File: config.mk
export PLATFORM = sky130hd
export DESIGN_NAME = bpfa_ctrl
export DESIGN_NICKNAME = d
export VERILOG_FILES = /design/src/bpfa_pkg.sv /design/src/bpfa_ctrl.sv
export SDC_FILE = /design/constraint.sdc
export NUM_CORES = 1
export LEC_CHECK = 0
export CAP_MARGIN = 20
export CORE_AREA = 2 2 39 41
export DETAILED_ROUTE_END_ITERATION = 8
export DIE_AREA = 0 0 41 43
export DONT_BUFFER_PORTS = 1
export SLEW_MARGIN = 15
export SYNTH_ARGS = -nofsm -noshare
export SYNTH_HDL_FRONTEND = slang
export SYNTH_SLANG_ARGS = --single-unit
export TNS_END_PERCENT = 5
File: constraint.sdc
create_clock -name i_clk -period 2.55 [get_ports i_clk]
set_input_delay 0.51 -clock i_clk [delete_from_list [all_inputs] [get_ports i_clk]]
set_output_delay 0.51 -clock i_clk [all_outputs]
set_load 0.005 [all_outputs]
File: src/bpfa_pkg.sv
// Shared types and constants of the bitmap page frame allocator.
package bpfa_pkg;

    localparam int CNT_W   = 13;
    localparam int PAGE_W  = 12;
    localparam int ACT_W   = 3;
    localparam int IN_W    = 16;
    localparam int OUT_W   = 56;

    localparam logic [CNT_W-1:0] CNT_MAX     = '1;
    localparam logic [CNT_W-1:0] TOTAL_RESET = CNT_W'(4096);

    typedef enum logic [ACT_W-1:0] {
        ACT_ALLOC     = 3'd0,
        ACT_LOCK      = 3'd1,
        ACT_FREE      = 3'd2,
        ACT_RESERVE   = 3'd3,
        ACT_UNRESERVE = 3'd4
    } t_action;

    typedef enum logic [2:0] {
        ST_CLEAR,
        ST_IDLE,
        ST_DIV,
        ST_QUOT,
        ST_READ,
        ST_SCAN,
        ST_MODIFY,
        ST_DONE
    } t_state;

    typedef struct packed {
        logic accept;
        logic clr_step;
        logic start;
        logic decode;
        logic read;
        logic scan;
        logic modify;
        logic load_out;
    } t_cmd;

    typedef struct packed {
        logic bad;
        logic is_alloc;
        logic clr_last;
        logic hit;
        logic more;
    } t_stat;

endpackage

File: src/bpfa_ctrl.sv
// Controller state machine of the bitmap page frame allocator.
module bpfa_ctrl
    import bpfa_pkg::*;
(
    input  logic  i_clk,
    input  logic  i_rst_n,
    input  logic  i_s_tvalid,
    output logic  o_s_tready,
    output logic  o_m_tvalid,
    input  logic  i_m_tready,
    input  t_stat i_stat,
    output t_cmd  o_cmd
);

    t_state r_state;
    t_state n_state;
    logic   r_out_valid;
    logic   out_free;

    assign out_free   = !r_out_valid || i_m_tready;
    assign o_s_tready = (r_state == ST_IDLE);
    assign o_m_tvalid = r_out_valid;

    always_comb begin
        n_state = r_state;
        unique case (r_state)
            ST_CLEAR:  if (i_stat.clr_last) n_state = ST_IDLE;
            ST_IDLE:   if (i_s_tvalid) n_state = ST_DIV;
            ST_DIV:    n_state = i_stat.bad ? ST_DONE : ST_QUOT;
            ST_QUOT:   n_state = ST_READ;
            ST_READ:   n_state = i_stat.is_alloc ? ST_SCAN : ST_MODIFY;
            ST_SCAN:   if (i_stat.hit || !i_stat.more) n_state = ST_DONE;
            ST_MODIFY: n_state = ST_DONE;
            ST_DONE:   if (out_free) n_state = ST_IDLE;
            default:   n_state = ST_IDLE;
        endcase
    end

    always_comb begin
        o_cmd = '0;
        unique case (r_state)
            ST_CLEAR:  o_cmd.clr_step = 1'b1;
            ST_IDLE:   o_cmd.accept   = i_s_tvalid;
            ST_DIV:    o_cmd.start    = 1'b1;
            ST_QUOT:   o_cmd.decode   = 1'b1;
            ST_READ:   o_cmd.read     = 1'b1;
            ST_SCAN:   o_cmd.scan     = 1'b1;
            ST_MODIFY: o_cmd.modify   = 1'b1;
            ST_DONE:   o_cmd.load_out = out_free;
            default:   o_cmd = '0;
        endcase
    end

    always_ff @(posedge i_clk) begin
        if (!i_rst_n) begin
            r_state     <= ST_CLEAR;
            r_out_valid <= 1'b0;
        end else begin
            r_state <= n_state;
            if (o_cmd.load_out) begin
                r_out_valid <= 1'b1;
            end else if (i_m_tready) begin
                r_out_valid <= 1'b0;
            end
        end
    end

endmodule

==> results.py <==
metrics = {
    "floorplan": {
        "fp.dieArea_mm2": 0.00176,
        "die_h_um": 43,
        "start_util_pct": 25.0,
        "coreArea_mm2": 0.00138,
        "fp.dieW_um": 41,
        "num_io_pins": 19,
        "num_rows": 14,
    },
    "timing": {
        "hold_viol": 0,
        "maxSlewHeadroom_pct": 66.4,
        "clock_skew_ps": 1.09,
        "setup_tns_ps": 0,
        "setup_viol": 0,
        "drv_slew": 0,
        "rsz0062_at_grt": "false",
        "worstMarginPinSlew_ps": 503,
        "whs_ps": 400,
        "max_freq_ghz": 0.516,
        "fin_ws_ps": 610,
        "period_share_pct": 76.1,
        "layout_min_cycle_time_ps": 1940,
    },
    "worst_hold_path": {
        "worstHoldPathType": "primary input to flip-flop",
        "hold_depth": 2,
    },
    "clock_network": {
        "cts_made_buffers": 3,
        "cts_root_buf": "clkbuf_4",
        "cts-resized-gates": 0,
        "htreeDepth": 1,
        "max-clock-path-buffers": 2,
        "clock_sinks": 4,
        "clkLatencyLatePin_ps": 230,
        "clk_pin_slew_ps": 40,
        "tritoncts": "done",
        "ctsHoldBuffers": 0,
        "cts_setup_buffers": 0,
    },
    "synthesis": {
        "synth_xor_area_share_pct": 0,
        "yosys_warnings": 0,
        "synthSimpleGateAreaFrac_pct": 37.3,
        "postSynthCellCount": 42,
        "seq_area_frac_synth_pct": 23.2,
        "ys.flop_type": "dfxtp_1",
        "synth_top_family_by_area": "simple AND/OR/NAND/NOR gates",
        "synthAdderAreaFrac_pct": 0,
        "synth-edff-count": 0,
        "ys_seq_elements": 4,
        "async_reset_ff_share_pct": 0,
        "synth_cell_types": 29,
        "synth_compound_area_share_pct": 25.0,
        "synth_mux_area_share_pct": 3.26,
        "synth_nets": 51,
        "syn_area_per_cell_um2": 8.22,
        "syn_area_um2": 345,
    },
    "global_routing": {
        "grt_use_total_pct": 9.96,
        "grtUsageMet2_pct": 12.8,
        "busiest_layer": "met1",
        "grt_max_degree": 19,
        "antenna_found_initial": 0,
        "grt_pass1_wl_um": 1170,
        "grtUsageMet3_pct": 1.57,
        "grt_overflow": 0,
        "use_met1_pct": 12.9,
        "grt_pass1_vias": 284,
    },
    "power": {
        "power.density_mw_per_mm2": 980,
        "leakagePower_nw": 0.134,
        "vdd_drop_max_v": 0.000245,
    },
    "detailed_routing": {
        "ant_nets": 0,
        "viasPerCell": 5.48,
        "vias": 307,
        "drt_iter0_markers": 10,
        "drtPass1Iterations": 2,
        "drt-total-wl_um": 792,
        "drc_errors": 0,
        "wl_per_cell_um": 14.1,
    },
    "status": {
        "outcome": "complete, no violations",
    },
    "job": {
        "drv_cap": 0,
    },
    "placement": {
        "io_buffers": 0,
        "dp_slack_ps": 851,
        "place_hpwl_um": 568,
        "globalplace.congestion": 0.634,
        "dp_cells": 53,
    },
    "critical_path": {
        "worst-path-max-fanout": 14,
        "path_cells": "inv_1, nor3_1, and2_1",
        "path_depth": 3,
        "r2r_cells": 3,
        "cp.required_ps": 2040,
        "arrival_ps": 1430,
        "slowest_delay_ps": 560,
        "crit_family": "flip-flops",
        "cp_num_buf_inv": 1,
        "crit_slowest_cell": "dfxtp_1",
        "worst_setup_path_end_kind": "output port",
        "path_class": "flip-flop to output port",
        "cp-start-kind": "flip-flop",
    },
    "finish": {
        "finalNonFillerCells": 56,
        "areaGrowthSynthToFinish_pct": 2.17,
        "nFillCells": 155,
        "mostFrequentLayoutCells": "nor3_1, dfxtp_1, nor3b_1, clkbuf_4",
        "nNetsFinal": 51,
        "drive_above_1_share_pct": 10.0,
        "diodes": 0,
    },
}
==> flip-flops by register name, indices dropped and copies added (netlist names) <==
register and count:
o_m_tvalid 1, r_state 3
==> routing by layer <==
layer	vias up	share of wire [%]
li1	159	-
met1	136	47
met2	12	44
met3	0	8.3
met4	0	0
met5	-	0
==> report_power, final <==
| group | switching (mW) | total, mW | internal [mW] |
|---|---|---|---|
| combinational | 0.0530 | 0.114 | 0.0607 |
| sequential | 0.0697 | 0.152 | 0.0821 |
| clock | 0.0274 | 0.0801 | 0.0528 |
==> cells in the mapped netlist, drive strengths merged, types with 2 or more instances <==
master	count	area share, %
nor3b	3	6.5
a31oi	2	3.6
o21ai	2	2.9
clkbuf	2	2.2
dfxtp	4	23
buf	3	8.0
and4b	2	6.9
nor3	4	5.8
o41ai	2	5.1
==> stage by stage <==
step	instance area, µm²	total power [mW]	util, %
floorplan	345	0.274	-
global placement	330	0.266	23.9
detailed placement	330	0.266	23.9
CTS	353	0.351	25.5
global route	353	0.378	25.5
finish	353	0.346	25.5
==> kinds of logic after synthesis <==
| group | count (synthesis) |
|---|---|
| simple gates | 19 |
| compound gates | 12 |
| flops | 4 |
| buf+inv | 6 |
| mux | 1 |
==> final timing paths <==
check,startpoint,slack [ps],end
worst max-delay path,r_state[0],610,o_cmd[7]
worst min-delay path,i_rst_n,400,r_state[0]
worst max register to register,r_state[2],1100,r_state[0]
worst min register to register,o_m_tvalid,520,o_m_tvalid
==> cell type report <==
class / instances / area (µm²) / share of cell area, %
Clock buffer: 3 / 22.5 / 6.38
Multi-Input combinational cell: 32 / 226 / 64.2
Inverter: 1 / 3.75 / 1.06
Sequential cell: 4 / 80.1 / 22.7
Tap cell: 16 / 20.0 / 5.67
Power figures use the tool's default switching activity.
